File: config.mk
export PLATFORM = sky130hd
export DESIGN_NAME = mwsm_peak
export DESIGN_NICKNAME = d
export VERILOG_FILES = /design/src/rtl/core/mwsm_pkg.sv /design/src/rtl/core/mwsm_peak.sv
export SDC_FILE = /design/constraint.sdc
export NUM_CORES = 2
export LEC_CHECK = 0
export ABC_AREA = 0
export BUFFER_PORTS_ARGS = -buffer_cell sky130_fd_sc_hd__buf_2
export CAP_MARGIN = 40
export CORE_MARGIN = 5
export CORE_UTILIZATION = 40
export DETAILED_ROUTE_END_ITERATION = 10
export SYNTH_ARGS = -nofsm -noshare
export SYNTH_HDL_FRONTEND = slang
export SYNTH_SLANG_ARGS = --single-unit
File: constraint.sdc
create_clock -name clk -period 10.9 [get_ports clk]
set_clock_uncertainty 0.1 [all_clocks]
set_input_delay 2.18 -clock clk [delete_from_list [all_inputs] [get_ports clk]]
set_output_delay 2.18 -clock clk [all_outputs]
set_load 0.01 [all_outputs]
File: src/rtl/core/mwsm_pkg.sv
// Shared widths, register codes and inter-stage payload types of the mecanum wheel mixer.
package mwsm_pkg;

  // Field and register widths
  localparam int SPEED_W    = 16;
  localparam int CFG_W      = 15;
  localparam int CFG_IDX_W  = 2;
  localparam int FRAC_BITS  = 11;
  localparam int FRAC_MASK  = (1 << FRAC_BITS) - 1;
  localparam int NUM_WHEELS = 4;

  // Derived datapath widths
  localparam int CMP_W   = ((SPEED_W > CFG_W) ? SPEED_W : CFG_W) + 1;
  localparam int PROD_W  = SPEED_W + CFG_W;
  localparam int ROT_W   = PROD_W - FRAC_BITS;
  localparam int WHEEL_W = ((SPEED_W + 1 > ROT_W) ? SPEED_W + 1 : ROT_W) + 1;
  localparam int MAG_W   = WHEEL_W;
  localparam int NUM_W   = MAG_W + CFG_W;
  localparam int QUO_W   = CFG_W;
  localparam int REM_W   = MAG_W + 1;

  // Divider: quotient bits retired per pipeline stage
  localparam int DIV_STEP   = 3;
  localparam int DIV_STAGES = QUO_W / DIV_STEP;

  // Output saturation bound
  localparam logic signed [WHEEL_W-1:0] SPEED_MAX =
    WHEEL_W'((64'd1 << (SPEED_W - 1)) - 64'd1);

  // Register reset values
  localparam logic [CFG_W-1:0] RST_MAX_LATERAL = CFG_W'(4096);
  localparam logic [CFG_W-1:0] RST_MAX_FORWARD = CFG_W'(4096);
  localparam logic [CFG_W-1:0] RST_MAX_WHEEL   = CFG_W'(8192);
  localparam logic [CFG_W-1:0] RST_CENTER_DIST = CFG_W'(909);

  // Register indexes
  typedef enum logic [CFG_IDX_W-1:0] {
    REG_MAX_LATERAL = 2'd0,
    REG_MAX_FORWARD = 2'd1,
    REG_MAX_WHEEL   = 2'd2,
    REG_CENTER_DIST = 2'd3
  } cfg_idx_t;

  // Mixed wheel speeds, signed
  typedef struct packed {
    logic [NUM_WHEELS-1:0][WHEEL_W-1:0] wheel;
  } mix_t;

  // Divider operands: numerators, magnitudes, signs, peak divisor
  typedef struct packed {
    logic [NUM_WHEELS-1:0][NUM_W-1:0] num;
    logic [NUM_WHEELS-1:0][MAG_W-1:0] mag;
    logic [NUM_WHEELS-1:0]            neg;
    logic [MAG_W-1:0]                 peak;
    logic                             scaled;
  } num_t;

  // Divider results
  typedef struct packed {
    logic [NUM_WHEELS-1:0][QUO_W-1:0] quo;
    logic [NUM_WHEELS-1:0][MAG_W-1:0] mag;
    logic [NUM_WHEELS-1:0]            neg;
    logic                             scaled;
  } res_t;

endpackage

File: src/rtl/core/mwsm_peak.sv
// Wheel magnitudes, peak search, limit compare and divider numerators (two pipeline stages).
module mwsm_peak import mwsm_pkg::*; (
  input  logic             clk,
  input  logic             rst_n,
  input  logic             vld_i,
  output logic             rdy_o,
  input  mix_t             mix_i,
  input  logic [CFG_W-1:0] lim_i,
  output logic             vld_o,
  input  logic             rdy_i,
  output num_t             num_o
);

  logic                               vld_c_r, vld_d_r;
  logic                               adv_c, adv_d;
  logic [NUM_WHEELS-1:0][MAG_W-1:0]   mag_r, mag_nxt;
  logic [NUM_WHEELS-1:0]              neg_r, neg_nxt;
  num_t                               num_r, num_nxt;

  // Stage handshake
  assign adv_d = !vld_d_r || rdy_i;
  assign adv_c = !vld_c_r || adv_d;
  assign rdy_o = adv_c;
  assign vld_o = vld_d_r;
  assign num_o = num_r;

  // Stage C: sign and magnitude of each wheel
  always_comb begin
    logic signed [WHEEL_W-1:0] w;
    for (int i = 0; i < NUM_WHEELS; i++) begin
      w          = $signed(mix_i.wheel[i]);
      neg_nxt[i] = w[WHEEL_W-1];
      mag_nxt[i] = neg_nxt[i] ? MAG_W'(-w) : MAG_W'(w);
    end
  end

  // Stage D: peak over four wheels, limit compare, numerators mag * limit
  always_comb begin
    logic [MAG_W-1:0] m01, m23;
    m01 = (mag_r[0] > mag_r[1]) ? mag_r[0] : mag_r[1];
    m23 = (mag_r[2] > mag_r[3]) ? mag_r[2] : mag_r[3];
    num_nxt.peak   = (m01 > m23) ? m01 : m23;
    num_nxt.scaled = num_nxt.peak > MAG_W'(lim_i);
    num_nxt.mag    = mag_r;
    num_nxt.neg    = neg_r;
    for (int i = 0; i < NUM_WHEELS; i++) begin
      num_nxt.num[i] = NUM_W'(mag_r[i]) * NUM_W'(lim_i);
    end
  end

  // Valid bits
  always_ff @(posedge clk) begin
    if (!rst_n) begin
      vld_c_r <= 1'b0;
      vld_d_r <= 1'b0;
    end else begin
      if (adv_c) begin
        vld_c_r <= vld_i;
      end
      if (adv_d) begin
        vld_d_r <= vld_c_r;
      end
    end
  end

  // Payload registers
  always_ff @(posedge clk) begin
    if (adv_c) begin
      mag_r <= mag_nxt;
      neg_r <= neg_nxt;
    end
    if (adv_d) begin
      num_r <= num_nxt;
    end
  end

endmodule

==> Yosys cells after proc, flatten, opt, wreduce, memory -nomap -nowiden <==
Index checks and enable logic that the tools add are counted.
{ "word_totals": {"romBits": 0, "mem_count": 0, "register_bits": 344, "out_inout_bits": 256, "wordCells": 45, "ram_bits": 0, "latchBits": 0} }
{ "classes": {"eq_ne": 0, "shift": 0, "bitwise_logic": 0, "reduce_logical": 4, "multipliers": 4, "mux": 7, "div": 0, "n_addsub": 4, "order_cmp": 4} }
{ "ops": {"columns": ["operator", "n"], "rows": [
  ["$mul A21 B15 Y36", 4],
  ["$neg A21 Y21", 4],
  ["$mux W20", 4],
  ["$gt A21 B21 Y1", 3],
  ["$mux W21", 3],
  ["$gt A21 B15 Y1", 1],
  ["$logic_not A1 Y1", 2],
  ["$logic_or A1 B1 Y1", 2]
]} }

==> Logic depth before layout (Yosys ltp) <==
{ "depth": {"depth_word": 5, "depth_mapped": 35} }

==> Worst setup path before layout <==
OpenSTA, ideal clock, no wires.
{ "synth_timing": {"path_kind": "input to register", "startpoint": "in lim_i[3]", "endpoint": "reg num_r (netlist bit num_o[175]) (data pin)", "arrival_time_ps": 8388, "path_stages": 23, "t_required_ps": 10665, "slack_ps": 2277, "path_buffers": 2, "cell_sequence": "clkbuf_1 clkbuf_1 nand2_1 fa_1 inv_1 fa_1 fa_1 inv_1 fa_1 fa_1 inv_1 fa_1 ha_1 o21ai_0 o21bai_2 a221oi_2 o21ai_2 a311o_2 a41oi_2 a21oi_2 o21a_1 or4_1 nand3_1"} }
{ "synth_lines": {"columns": ["item", "line", "source"], "rows": [
  ["from (decl)", "mwsm_peak.sv:8", "input logic [CFG_W-1:0] lim_i,"],
  ["to (signal assigned)", "mwsm_peak.sv:73", "num_r <= num_nxt;"],
  ["to (decl)", "mwsm_peak.sv:18", "num_t num_r, num_nxt;"]
]} }

==> impl_metrics.json <==
{
  "critical-path-top-cell-by-count": "sky130_fd_sc_hd__fa_1",
  "grt_setup_unrepaired": "false",
  "ys_ff_latch": 344,
  "run_status": "completed",
  "post_route_cells_drive_above_1_share_pct": 10.37,
  "timing.critical_path.to_type": "register",
  "required_time_of_the_worst_setup_path_ns": 11.15,
  "post_synth.cell_area_avg_um2": 9.901,
  "grt_pass1_wl_mm": 251.2,
  "critPathMaxStageDelay_ns": 0.73,
  "dieWidth_um": 374.3,
  "seq_area_frac_synth_pct": 19.42,
  "drt_iter0_drc": 2569,
  "cts-resized-gates": 0,
  "die_y_um": 374.3,
  "design.final.nets": 7221,
  "drc_errors": 0,
  "grtUsageMet1_pct": 30.04,
  "criticalPathCategory": "primary input to register",
  "maximum_number_of_pins_on_one_net_before_global_route_repair": 111,
  "min_path_cells": 0,
  "final-max-slew-violation-count": 0,
  "ys.warnings.count": 0,
  "fillerInstances": 12490,
  "timing.max_cap.violations": 0,
  "finalWirelength_mm": 161.7,
  "final.min_clock_period_ns": 8.975,
  "slowest_stage_cell_crit_path": "sky130_fd_sc_hd__inv_2",
  "io_pins": 359,
  "grt_util_met2_pct": 38.23,
  "gr-max-usage-layer": "met2",
  "timing.setup.tns_ns": 0,
  "clk_transition_reported_paths_ns": 0.06,
  "clkLatencyLatePin_ns": 0.62,
  "regArea_mm2": 0.01031,
  "cts.hold.buffers_added": 0,
  "worst_ep_arrival_time_ns": 9.22,
  "stdcell_area_mm2": 0.05868,
  "syn-instance-count": 5361,
  "synth_edf_count": 342,
  "detailed_place.area_mm2": 0.05728,
  "cts_root_buf": "sky130_fd_sc_hd__clkbuf_16",
  "dr_total_vias": 39100,
  "cts_tree": "built",
  "detail_route.first_pass.iterations": 6,
  "achievable-frequency_mhz": 111.4,
  "stages_on_worst_setup_path": 22,
  "synth_cell_type_count": 76,
  "timing.hold.worst.class": "register to register",
  "netlist_area_mm2": 0.05308,
  "synth_async_sr_flop_share_pct": 0,
  "via_per_inst": 5.249,
  "final_min_period_over_clock_period_pct": 82.34,
  "report.final.setup_viol": 0,
  "critPathLaunchType": "primary input",
  "num_rows": 133,
  "initial_utilization_pct": 40.32,
  "detailed_route_wire_length_per_cell_um": 21.70,
  "core_footprint_mm2": 0.1316,
  "synth.top_cells.by_area": "sky130_fd_sc_hd__fa_1, sky130_fd_sc_hd__edfxtp_1, sky130_fd_sc_hd__ha_1",
  "port_buffers": 358,
  "timing.critical_path.cells": "buf_2 > inv_2 > nor2_1 > fa_1 > fa_1 > fa_1 > inv_1 > fa_1 > inv_1 > fa_1 > fa_1 > ha_1 > nand3_1 > nor2_1 > a21boi_1 > o31ai_1 > a211oi_1 > a21oi_1 > a211oi_1 > o41ai_1 > mux2i_1 > nor2_1",
  "hold_viol": 0,
  "global_route.usage.total_pct": 23.19,
  "global_route.usage.met3_pct": 6.134,
  "area_delta_synth_final_pct": 10.56,
  "routabilityCongestion": 0.9024,
  "clock_tree.buffer_depth": 3,
  "hpwlAfterDp_mm": 123.4,
  "fp.dieArea_mm2": 0.1401,
  "path_buf_inv": 4,
  "tritoncts_num_sinks": 344,
  "timing.max_slew.rel_slack_pct": 38.50,
  "cpLargestDelayFamily": "adder cells",
  "cts_max_level": 2,
  "worst-slew-pin-transition_ns": 0.9212,
  "cts-buffers-inserted": 42,
  "worstPathMaxFanout": 33,
  "drt_antenna_net_count": 0,
  "rr_worst_depth": 26,
  "synth_top_cell_by_area": "sky130_fd_sc_hd__fa_1",
  "multi_input_area_mm2": 0.03835,
  "initial_antenna_violation_count": 11,
  "dominantRegCellSynth": "sky130_fd_sc_hd__edfxtp_1",
  "postSynthNetCount": 6926,
  "number_of_global_route_vias_before_repair": 42110,
  "post_cts.repair.setup_buffers": 0,
  "yosys.area.top_type_share_pct": 36.96,
  "grt_remaining_overflow": 0
}
## placed cells by master, fill, tap and decap left out, types with 45 or more instances in the layout
cell type,instances
sky130_fd_sc_hd__ha_1,482
sky130_fd_sc_hd__a21oi_1,132
sky130_fd_sc_hd__o21ai_0,106
sky130_fd_sc_hd__fa_1,980
sky130_fd_sc_hd__xnor2_1,145
sky130_fd_sc_hd__buf_2,359
sky130_fd_sc_hd__edfxtp_1,342
sky130_fd_sc_hd__xor2_1,45
sky130_fd_sc_hd__and2_1,318
sky130_fd_sc_hd__inv_1,927
sky130_fd_sc_hd__buf_4,126
sky130_fd_sc_hd__a21o_1,82
sky130_fd_sc_hd__nand2_1,824
sky130_fd_sc_hd__nor2_1,322
## cell type report
class | count | share of cell area, %
Clock buffer | 49 | 1.872
Clock inverter | 28 | 0.4712
Multi-Input combinational cell | 3833 | 65.34
Inverter | 941 | 6.032
Antenna cell | 5 | 0.02132
Timing Repair Buffer | 494 | 4.949
Tap cell | 1755 | 3.742
Sequential cell | 344 | 17.57
## per-layer routing
layer  routed length, um  share of wire, %
met5                  41             0.025
met4                5743               3.6
met3               14550               9.0
met1               65490                41
met2               75850                47
## stage by stage
step                setup WS (ns)  utilization (%)  cells  hold slack [ns]
floorplan                   2.277                -   5361           0.3003
global placement            1.432            43.48   7362           0.3018
detailed placement          1.352            43.51   7365           0.3105
CTS                         1.999            44.56   7442           0.3284
global route                1.548            44.57   7444           0.3332
finish                      1.925            44.58   7449           0.3227
## cells by family (layout without fill, tap and decap cells)
group                      after synthesis  count (layout)  share of synthesized area, %
AOI/OAI and AO/OA                      512             512                         6.374
xor gates and xnor gates               190             190                         3.135
adders and majority gates             1462            1462                         48.32
buffers and inverters                 1184            1512                         8.373
DFF                                    344             344                         19.42
muxes                                   16              16                        0.3017
other                                    0               5                             0
and+or+nand+nor                       1653            1653                         14.07
## synthesized netlist by cell type (14+ instances only)
master / instances
sky130_fd_sc_hd__a21o_1: 82
sky130_fd_sc_hd__a21oi_1: 132
sky130_fd_sc_hd__a31oi_1: 15
sky130_fd_sc_hd__and2_1: 318
sky130_fd_sc_hd__and3_1: 16
sky130_fd_sc_hd__clkbuf_1: 230
sky130_fd_sc_hd__edfxtp_1: 342
sky130_fd_sc_hd__fa_1: 980
sky130_fd_sc_hd__ha_1: 482
sky130_fd_sc_hd__inv_1: 928
sky130_fd_sc_hd__mux2i_1: 16
sky130_fd_sc_hd__nand2_1: 825
sky130_fd_sc_hd__nand2b_1: 19
sky130_fd_sc_hd__nand3_1: 32
sky130_fd_sc_hd__nand4_1: 20
sky130_fd_sc_hd__nor2_1: 324
sky130_fd_sc_hd__nor2b_1: 24
sky130_fd_sc_hd__o21a_1: 29
sky130_fd_sc_hd__o21ai_0: 107
sky130_fd_sc_hd__o21bai_1: 15
sky130_fd_sc_hd__o31a_1: 15
sky130_fd_sc_hd__o31ai_1: 29
sky130_fd_sc_hd__or3_1: 17
sky130_fd_sc_hd__or4_1: 14
sky130_fd_sc_hd__xnor2_1: 145
sky130_fd_sc_hd__xor2_1: 45
## final timing paths
kind | start | end | slack (ns)
worst max-delay path | lim_i[2] | num_o[253] | 1.92
worst min-delay path | neg_r[1] | num_o[23] | 0.32
worst max register to register | mag_r[37] | num_o[0] | 2.77
worst min register to register | neg_r[1] | num_o[23] | 0.32
## state kept, by name, indices dropped and copies added (netlist names)
register,cells
vld_c_r,1
vld_o,1
num_o,254
neg_r,4
mag_r,84
Power is not shown: default switching activity piles up to over one toggle a cycle in this logic, so the estimate is an artifact.
