==> config.mk <==
export PLATFORM = sky130hd
export DESIGN_NAME = mwsm_mix
export DESIGN_NICKNAME = d
export VERILOG_FILES = /design/src/rtl/core/mwsm_pkg.sv /design/src/rtl/core/mwsm_mix.sv
export SDC_FILE = /design/constraint.sdc
export NUM_CORES = 1
export LEC_CHECK = 0
export BUFFER_PORTS_ARGS = -buffer_cell sky130_fd_sc_hd__buf_2
export CAP_MARGIN = 15
export CORE_ASPECT_RATIO = 0.9
export CORE_MARGIN = 5
export CORE_UTILIZATION = 63
export DETAILED_ROUTE_END_ITERATION = 6
export GPL_TIMING_DRIVEN = 0
export PLACE_DENSITY = 0.9
export SLEW_MARGIN = 10
export SYNTH_ARGS = -nofsm -noshare
export SYNTH_HDL_FRONTEND = slang
export SYNTH_SLANG_ARGS = --single-unit
export TNS_END_PERCENT = 1
==> constraint.sdc <==
create_clock -name clk -period 7.85 [get_ports clk]
set_clock_uncertainty 0.1 [all_clocks]
set_input_delay 1.1775 -clock clk [delete_from_list [all_inputs] [get_ports clk]]
set_output_delay 1.1775 -clock clk [all_outputs]
set_load 0.02 [all_outputs]
==> src/rtl/core/mwsm_pkg.sv <==
// Shared widths, register codes and inter-stage payload types of the mecanum wheel mixer.
package mwsm_pkg;

  // Field and register widths
  localparam int SPEED_W    = 16;
  localparam int CFG_W      = 15;
  localparam int CFG_IDX_W  = 2;
  localparam int FRAC_BITS  = 11;
  localparam int FRAC_MASK  = (1 << FRAC_BITS) - 1;
  localparam int NUM_WHEELS = 4;

  // Derived datapath widths
  localparam int CMP_W   = ((SPEED_W > CFG_W) ? SPEED_W : CFG_W) + 1;
  localparam int PROD_W  = SPEED_W + CFG_W;
  localparam int ROT_W   = PROD_W - FRAC_BITS;
  localparam int WHEEL_W = ((SPEED_W + 1 > ROT_W) ? SPEED_W + 1 : ROT_W) + 1;
  localparam int MAG_W   = WHEEL_W;
  localparam int NUM_W   = MAG_W + CFG_W;
  localparam int QUO_W   = CFG_W;
  localparam int REM_W   = MAG_W + 1;

  // Divider: quotient bits retired per pipeline stage
  localparam int DIV_STEP   = 3;
  localparam int DIV_STAGES = QUO_W / DIV_STEP;

  // Output saturation bound
  localparam logic signed [WHEEL_W-1:0] SPEED_MAX =
    WHEEL_W'((64'd1 << (SPEED_W - 1)) - 64'd1);

  // Register reset values
  localparam logic [CFG_W-1:0] RST_MAX_LATERAL = CFG_W'(4096);
  localparam logic [CFG_W-1:0] RST_MAX_FORWARD = CFG_W'(4096);
  localparam logic [CFG_W-1:0] RST_MAX_WHEEL   = CFG_W'(8192);
  localparam logic [CFG_W-1:0] RST_CENTER_DIST = CFG_W'(909);

  // Register indexes
  typedef enum logic [CFG_IDX_W-1:0] {
    REG_MAX_LATERAL = 2'd0,
    REG_MAX_FORWARD = 2'd1,
    REG_MAX_WHEEL   = 2'd2,
    REG_CENTER_DIST = 2'd3
  } cfg_idx_t;

  // Mixed wheel speeds, signed
  typedef struct packed {
    logic [NUM_WHEELS-1:0][WHEEL_W-1:0] wheel;
  } mix_t;

  // Divider operands: numerators, magnitudes, signs, peak divisor
  typedef struct packed {
    logic [NUM_WHEELS-1:0][NUM_W-1:0] num;
    logic [NUM_WHEELS-1:0][MAG_W-1:0] mag;
    logic [NUM_WHEELS-1:0]            neg;
    logic [MAG_W-1:0]                 peak;
    logic                             scaled;
  } num_t;

  // Divider results
  typedef struct packed {
    logic [NUM_WHEELS-1:0][QUO_W-1:0] quo;
    logic [NUM_WHEELS-1:0][MAG_W-1:0] mag;
    logic [NUM_WHEELS-1:0]            neg;
    logic                             scaled;
  } res_t;

endpackage

==> src/rtl/core/mwsm_mix.sv <==
// Command clamping, yaw lever-arm product and four-wheel mixing (two pipeline stages).
module mwsm_mix import mwsm_pkg::*; (
  input  logic                      clk,
  input  logic                      rst_n,
  input  logic                      vld_i,
  output logic                      rdy_o,
  input  logic signed [SPEED_W-1:0] lat_i,
  input  logic signed [SPEED_W-1:0] fwd_i,
  input  logic signed [SPEED_W-1:0] yaw_i,
  input  logic [CFG_W-1:0]          max_lat_i,
  input  logic [CFG_W-1:0]          max_fwd_i,
  input  logic [CFG_W-1:0]          ctr_dist_i,
  output logic                      vld_o,
  input  logic                      rdy_i,
  output mix_t                      mix_o
);

  // Symmetric clamp to +/- lim
  function automatic logic signed [SPEED_W-1:0] clamp_sym(
    input logic signed [SPEED_W-1:0] v,
    input logic [CFG_W-1:0]          lim
  );
    logic signed [CMP_W-1:0] vx;
    logic signed [CMP_W-1:0] hi;
    logic signed [CMP_W-1:0] lo;
    logic signed [CMP_W-1:0] res;
    vx = CMP_W'(v);
    hi = CMP_W'($signed({1'b0, lim}));
    lo = -hi;
    if (vx > hi) begin
      res = hi;
    end else if (vx < lo) begin
      res = lo;
    end else begin
      res = vx;
    end
    return SPEED_W'(res);
  endfunction

  logic                      vld_a_r, vld_b_r;
  logic                      adv_a, adv_b;
  logic signed [SPEED_W-1:0] lat_r, fwd_r;
  logic signed [PROD_W-1:0]  prod_r;
  logic signed [PROD_W-1:0]  prod_nxt;
  mix_t                      mix_r, mix_nxt;

  // Stage handshake
  assign adv_b = !vld_b_r || rdy_i;
  assign adv_a = !vld_a_r || adv_b;
  assign rdy_o = adv_a;
  assign vld_o = vld_b_r;
  assign mix_o = mix_r;

  // Stage A: yaw times lever arm
  always_comb begin
    logic signed [PROD_W-1:0] yaw_x;
    logic signed [PROD_W-1:0] dist_x;
    yaw_x    = PROD_W'(yaw_i);
    dist_x   = PROD_W'($signed({1'b0, ctr_dist_i}));
    prod_nxt = yaw_x * dist_x;
  end

  // Stage B: scale back to Q4.11 (truncate toward zero) and mix
  always_comb begin
    logic signed [PROD_W-1:0]  biased;
    logic signed [ROT_W-1:0]   rot;
    logic signed [WHEEL_W-1:0] lx, fx, rx;
    biased = prod_r + (prod_r[PROD_W-1] ? PROD_W'(FRAC_MASK) : PROD_W'(0));
    rot    = ROT_W'(biased >>> FRAC_BITS);
    lx     = WHEEL_W'(lat_r);
    fx     = WHEEL_W'(fwd_r);
    rx     = WHEEL_W'(rot);
    mix_nxt.wheel[0] =  lx - fx - rx;
    mix_nxt.wheel[1] =  lx + fx - rx;
    mix_nxt.wheel[2] = -lx + fx - rx;
    mix_nxt.wheel[3] = -lx - fx - rx;
  end

  // Valid bits
  always_ff @(posedge clk) begin
    if (!rst_n) begin
      vld_a_r <= 1'b0;
      vld_b_r <= 1'b0;
    end else begin
      if (adv_a) begin
        vld_a_r <= vld_i;
      end
      if (adv_b) begin
        vld_b_r <= vld_a_r;
      end
    end
  end

  // Payload registers
  always_ff @(posedge clk) begin
    if (adv_a) begin
      lat_r  <= clamp_sym(lat_i, max_lat_i);
      fwd_r  <= clamp_sym(fwd_i, max_fwd_i);
      prod_r <= prod_nxt;
    end
    if (adv_b) begin
      mix_r <= mix_nxt;
    end
  end

endmodule

# == After elaboration in Yosys (flattened, before gate mapping) ==
# Cells that the tools add are included.
# word_totals
reg_bits,149
input_bits,97
out_inout_bits,86
elab_cells,37
# op_classes
mux,5
n_mul,1
magnitude_cmp,4
add_sub_neg,12
n_reduce_logical,4
# ops
cell,count
$sub A17 B20 Y21,2
$sub A21 B20 Y21,2
$lt A16 B17 Y1,2
$neg A15 Y17,2
$gt A16 B16 Y1,2
$mux W16,2
$add A31 B12 Y31,1
$mul A16 B16 Y31,1
$mux W15,2
$add A21 B16 Y21,1
$neg A16 Y21,1
$sub A21 B16 Y21,1
$add A16 B16 Y17,1
$sub A16 B16 Y17,1
$mux W11,1
$logic_not A1 Y1,2
$logic_or A1 B1 Y1,2

# == Logic depth before layout (Yosys ltp) ==
# Gate-level depths: netlist of the first run.
# logic_depth
ltp_word,4
ltp_mapped,24
depth_no_buf,23

# == Worst setup path after synthesis of the first run ==
# Ideal clock, no wire load.
# synth_path
path_kind,input to register
startpoint,in yaw_i[15]
endpoint,"reg prod_r[30], data pin"
n_path_buf,1
arrival_ps,6801
slack_ps,689
setup_time_ps,260
stages,20
t_required_ps,7490
cell_sequence,clkbuf_1 > nand2_1 > fa_1 > fa_1 > inv_1 > fa_1 > fa_1 > fa_1 > inv_1 > fa_1 > inv_1 > ha_1 > a21o_1 > a311oi_1 > nor2b_1 > o2111a_1 > o31a_1 > nand2b_1 > a21oi_1 > xnor2_1
# synth_via
elab_chain_len,1
# synth_lines
item,line,rtl
from (decl),mwsm_mix.sv:9,"input logic signed [SPEED_W-1:0] yaw_i,"
$mul A16 B16 Y31,mwsm_mix.sv:60,prod_nxt = yaw_x * dist_x;
via prod_nxt[30],mwsm_mix.sv:44,logic signed [PROD_W-1:0] prod_nxt;
to (signal assigned),mwsm_mix.sv:99,prod_r <= prod_nxt;
to (decl),mwsm_mix.sv:43,logic signed [PROD_W-1:0] prod_r;
# The timed path passes the listed nets, and every way through them passes these cells.
# A chain may end at the register's enable or synchronous reset.

# == Worst setup path after layout of the first run ==
# layout_path
startpoint,in yaw_i[15]
endpoint,"reg prod_r[28], data pin"
# The elaborated chain is that of the path after synthesis.

==> impl_metrics.tcl, run 1 <==
set metrics [dict create \
    status "completed" \
    vias 17775 \
    overflow 0 \
    ys_types 70 \
    synthArstFlopShare 0 \
    synth-edff-count 145 \
    layout.area.seq_um2 4390 \
    worst_ep_required_time_ps 7920 \
    grt_pass1_wl_um 95000 \
    n_fill_cell 2756 \
    die_h_um 191 \
    syn_nets 3062 \
    slew_headroom 0.323 \
    detail_route.iter0.violations 1309 \
    report.final.hold_viol_count 0 \
    max_cap_violations 0 \
    rsz0062_at_grt "false" \
    end_kind "flip-flop" \
    drt-met1-wl_um 23900 \
    yosysSeqAreaShare 0.192 \
    final-setup-viol-count 0 \
    cts_sinks 147 \
    finalMaxSlewViolations 0 \
    antenna_found_initial 0 \
    critPathKind "in2reg" \
    rows 66 \
    dieWidth_um 211 \
    layout-drive-gt1-share 0.0913 \
    syn2layout_area_growth_pct 9.22 \
    tightest_slew_ps 1010 \
    cts_buffers 17 \
    final_cell_mix "inv_1 (494), fa_1 (320), ha_1 (237)" \
    htreeDepth 4 \
    yosysWarningCount 0 \
    period_minus_slack_ps 7630 \
    max_freq_mhz 131 \
    avgRoutedWirePerCell_um 18.9 \
    mostFrequentLayoutCell "inv_1" \
    ios 183 \
    cp.arrival_ps 7700 \
    hpwl_um 48800 \
    synth_seq_cells 147 \
    routed_wl_um 58500 \
    top_layer_used "met4" \
    multi_input_comb_area_um2 16400 \
    cts_hold_buf 0 \
    holdCritPathClass "reg2reg" \
    detail-route-antenna-nets 0 \
    syn_area_um2 22900 \
    core_area_um2 36000 \
    path_max_fanout 10 \
    place_congestion 0.954 \
    r2r_slack_ps 1440 \
    synth_area_per_cell_um2 9.50 \
    port_buffers 179 \
    synth_cells 2408 \
    clkTransAtPathRegs_ps 70 \
    met2_wirelength_um 28000 \
    grt_pass1_vias 18665 \
    utilization 0.694 \
    drc_errors 0 \
    yosys_most_used_dff "edfxtp_1" \
    crit_path_start_kind "input port" \
    via_per_inst 5.74 \
    root_buffer "clkbuf_16" \
    period_share 0.972 \
    holdWs_ps 487 \
    grt.total_usage 0.296 \
    grt_max_degree 75 \
    die-area_um2 40200 \
    cts_tree "yes" \
    n_antenna_cell 0 \
    insertion_delay_ps 450 \
    clockBufferDepth 2 \
    layout.nets 3260 \
    route.met3.wl_um 4370 \
    initial_core_util 0.635 \
    firstDrtPassIters 5 \
]
repair_timing:
item | 4_1_cts | 5_1_grt
gates cloned | 0 | 0
setup endpoints to repair | 1 | 2
setup buffers | 0 | 0
resized for setup | 0 | 4
synthesized netlist by cell type, types with 3 or more instances:
cell         n  area, um2
nand3_1     36        180
a21boi_0     4       30.0
or3_4        3       33.8
o211ai_1     7       52.6
o2bb2ai_1    4       35.0
nor2_1      90        338
a21oi_1    100        500
mux2i_1     24        240
o21ai_0     86        430
a31o_2       6       52.6
inv_1      496       1860
a211oi_1    16        120
o31ai_1      9       67.6
o21a_1      25        188
o21bai_1    12       90.1
a211o_1      3       26.3
edfxtp_1   145       4350
xor2_1      39        342
a221oi_1     3       26.3
nand2b_1    18        113
a22oi_1     12       90.1
nand2_1    199        747
clkbuf_1    47        176
or4_1        4       30.0
nor2b_1     17        106
and4_1       3       26.3
and3_1      14       87.6
xnor2_1    121       1060
a31oi_1     12       75.1
or3_1       14       87.6
a2111oi_0    3       26.3
o31a_1       4       35.0
o22ai_1      7       43.8
fa_1       320       6410
nor3_1      31        155
nand4_1     18        113
nor4_1      11       68.8
a21o_1      36        270
ha_1       237       2970
and2_1     131        820
critical path: stages:
cell	delay, ps
buf_2	150
clkbuf_2	260
nand2_1	150
fa_1	640
fa_1	690
clkinvlp_4	270
fa_1	580
fa_1	450
fa_1	560
inv_1	60
fa_1	530
inv_1	40
ha_1	360
a21o_1	240
a311oi_2	370
nor2b_1	260
o2111a_1	290
nor2_1	90
and2_1	190
o21ai_0	180
a21boi_0	150
per-stage QoR:
| step | instance area, um2 | setup TNS [ps] | cells | worst slack (ps) |
|---|---|---|---|---|
| after CTS | 25000 | 0 | 3096 | 88.9 |
| after global routing | 25000 | 0 | 3095 | 23.0 |
| after detailed placement | 24400 | -1430 | 3065 | -489 |
| after floorplan | 22900 | 0 | 2408 | 689 |
| after global placement | 24400 | -801 | 3063 | -368 |
| final | 25000 | 0 | 3095 | 223 |
area by class of cell:
type | count | area share
buffer | 49 | 0.00772
clock inverter | 15 | 0.00491
tap | 476 | 0.0238
sequential | 147 | 0.176
timing repair buffer | 181 | 0.0381
clock buffer | 17 | 0.0170
inverter | 496 | 0.0748
multi-input combinational | 1714 | 0.658
final timing paths:
kind / start / to / cells past startpoint
max: yaw_i[15] / prod_r[28] / 21
min: vld_a_r / vld_o / 1
max reg2reg: prod_r[30] / mix_o[83] / 16
min reg2reg: vld_a_r / vld_o / 1
layer usage:
| metal | GRT usage | vias up |
|---|---|---|
| met1 | 0.389 | 8630 |
| li1 | - | 8196 |
| met5 | 0 | - |
| met3 | 0.0449 | 152 |
| met2 | 0.505 | 797 |
| met4 | 0.104 | 0 |
kinds of logic (layout without fill, tap and decap cells):
group | Yosys count | in the layout | share of synthesized area
AND/OR/NAND/NOR | 603 | 603 | 0.133
adder cells (fa/ha/maj) | 557 | 557 | 0.410
buffers and inverters | 547 | 758 | 0.0901
multiplexers | 24 | 24 | 0.0105
flip-flops | 147 | 147 | 0.192
XOR/XNOR | 160 | 160 | 0.0613
AO/OA/AOI/OAI | 370 | 370 | 0.103
sequential cells by signal, indices dropped and copies added, names as in the netlist:
signal / count
fwd_r: 16
lat_r: 16
mix_o: 82
prod_r: 31
vld_a_r: 1
vld_o: 1
Power of run 1 is not shown: default switching activity piles up to over one toggle a cycle in this logic, so the estimate is an artifact.
==> inputs of run 2 (changes only) <==
- CORE_MARGIN: 5 -> not set
==> run 2 against run 1 <==
  * Wire length is 1.4% lower
  * Register-to-register slack worse by 190 ps
  * Cell count stayed put
  * First-iteration DRC count is 25% higher
  * Count of clock-buffer cells in the layout stayed put
  * Setup slack better by 58 ps
  * Via count is 1.2% higher
  * Cell area is 0.28% higher
  * Non-clock buffer count is 4 higher
  * Die area is 7.8% lower
  * Sequential share of layout area hardly changed
==> impl_metrics.tcl, run 2 (synthesis results as in run 1) <==
set metrics [dict create \
    layout.area.seq_um2 4390 \
    whs_path_depth 1 \
    path_cells "buf_2, clkbuf_1, nand2_1, fa_1, inv_1, fa_1, fa_1, fa_1, fa_1, inv_1, fa_1, inv_1, ha_1, clkbuf_1, nand4_1, o31ai_1, nand2_1, o21ai_0, o41ai_1, xnor2_1" \
    insertion_delay_ps 430 \
    via_per_inst 5.81 \
    firstDrtPassIters 5 \
    cts_buffers 17 \
    max_cap_violations 0 \
    rows 65 \
    cts_sinks 147 \
    finalMaxSlewViolations 0 \
    report.final.hold_viol_count 0 \
    layout.nets 3264 \
    mostFrequentLayoutCell "inv_1" \
    path_max_fanout 10 \
    final_cell_mix "inv_1 (494), fa_1 (319), ha_1 (237)" \
    cp_slowest_stage_delay_ps 660 \
    n_fill_cell 2582 \
    end_kind "flip-flop" \
    slew_headroom 0.332 \
    crit_path_start_kind "input port" \
    htreeDepth 4 \
    initial_core_util 0.646 \
    period_share 0.964 \
    vias 17981 \
    port_buffers 179 \
    post_dp_cell_area_um2 24400 \
    cp_top_family "adder cells" \
    cp.arrival_ps 7640 \
    clkTransAtPathRegs_ps 70 \
    die-area_um2 37100 \
    slowest_stage "o31ai_1" \
    r2r_cells 17 \
    crit_top_cell "fa_1" \
    final_area_um2 25000 \
    tightest_slew_ps 994 \
    status "completed" \
    ios 183 \
    critPathBufInv 6 \
    cts_tree "yes" \
    hpwl_um 47800 \
    max_freq_mhz 132 \
    grt_pass1_wl_um 94900 \
    place_congestion 0.984 \
    syn2layout_area_growth_pct 9.53 \
    antenna_found_initial 3 \
    dieWidth_um 203 \
    rsz0062_at_grt "false" \
    clockBufferDepth 2 \
    final-setup-viol-count 0 \
    grt.total_usage 0.325 \
    avgRoutedWirePerCell_um 18.7 \
    routed_wl_um 57700 \
    overflow 0 \
    period_minus_slack_ps 7570 \
    detail-route-antenna-nets 0 \
    grt_pass1_vias 18708 \
    layout-drive-gt1-share 0.0930 \
    root_buffer "clkbuf_16" \
    crit_cells 20 \
    die_h_um 183 \
    drc_errors 0 \
    core_area_um2 35400 \
    holdCritPathClass "reg2reg" \
    grt_max_degree 75 \
    multi_input_comb_area_um2 16400 \
    critPathKind "in2reg" \
    largest_reg_flops 82 \
    worst_ep_required_time_ps 7920 \
    detail_route.iter0.violations 1636 \
]
-- run 2: cell types whose count changed in the layout (fill, tap and decap cells not counted) --
cell / delta
diode_2: +3
bufinv_16: +1
inv_6: -1
buf_4: +4
clkinv_2: -1
fa_2: +1
clkinvlp_4: -1
fa_1: -1
inv_8: +5
clkinv_4: -3
-- run 2: path summary, 6_finish.rpt --
path | start | end | slack, ps
max | yaw_i[10] | prod_r[29] | 280
min reg2reg | vld_a_r | vld_o | 460
min | vld_a_r | vld_o | 460
max reg2reg | prod_r[30] | mix_o[83] | 1250
-- run 2: worst register-to-register path, cell delays in order, from the launching register on --
cell       delay (ps)
edfxtp_1          690
ha_1              420
a31o_2            140
a21oi_1            70
o211a_1           260
a211oi_2          620
nand2_1           210
xnor2_1           670
fa_1              560
ha_1              370
nor2b_1           170
o31a_1            280
o31ai_1           430
a31oi_1           240
o21ai_0           460
o2111ai_1         210
a21oi_1           290
xnor2_1           150
-- run 2: cell type report --
type                       instances  area share
buffer                            49     0.00769
multi-input combinational       1714       0.656
sequential                       147       0.175
clock buffer                      17      0.0170
tap                              469      0.0234
timing repair buffer             185      0.0392
clock inverter                    15     0.00645
antenna                            3    0.000300
inverter                         496      0.0746
-- run 2: metrics by stage --
step / setup WS, ps / cells / hold slack [ps] / util / TNS (ps)
after floorplan: 689 / 2408 / 363 / - / 0
after global placement: -300 / 3056 / 370 / 0.688 / -574
after detailed placement: -507 / 3058 / 455 / 0.690 / -1540
after CTS: 58.6 / 3089 / 471 / 0.707 / 0
after global routing: 34.7 / 3095 / 502 / 0.708 / 0
final: 282 / 3095 / 463 / 0.708 / 0
-- run 2: metal layers --
layer,GRT usage,vias up,routed length [um]
met5,0,-,0
met4,0.120,0,2070
met3,0.0531,156,4670
met2,0.555,875,27500
met1,0.419,8734,23500
li1,-,8216,-
-- run 2: timing repair --
item / CTS / global route
gates resized for setup: 0 / 5
buffers inserted: 0 / 4
endpoints found under the setup margin: 2 / 5
hold buffers: 0 / 0
hold endpoints to repair: 0 / 0
cloned: 0 / 0
Power of run 2 is left out for the same reason.
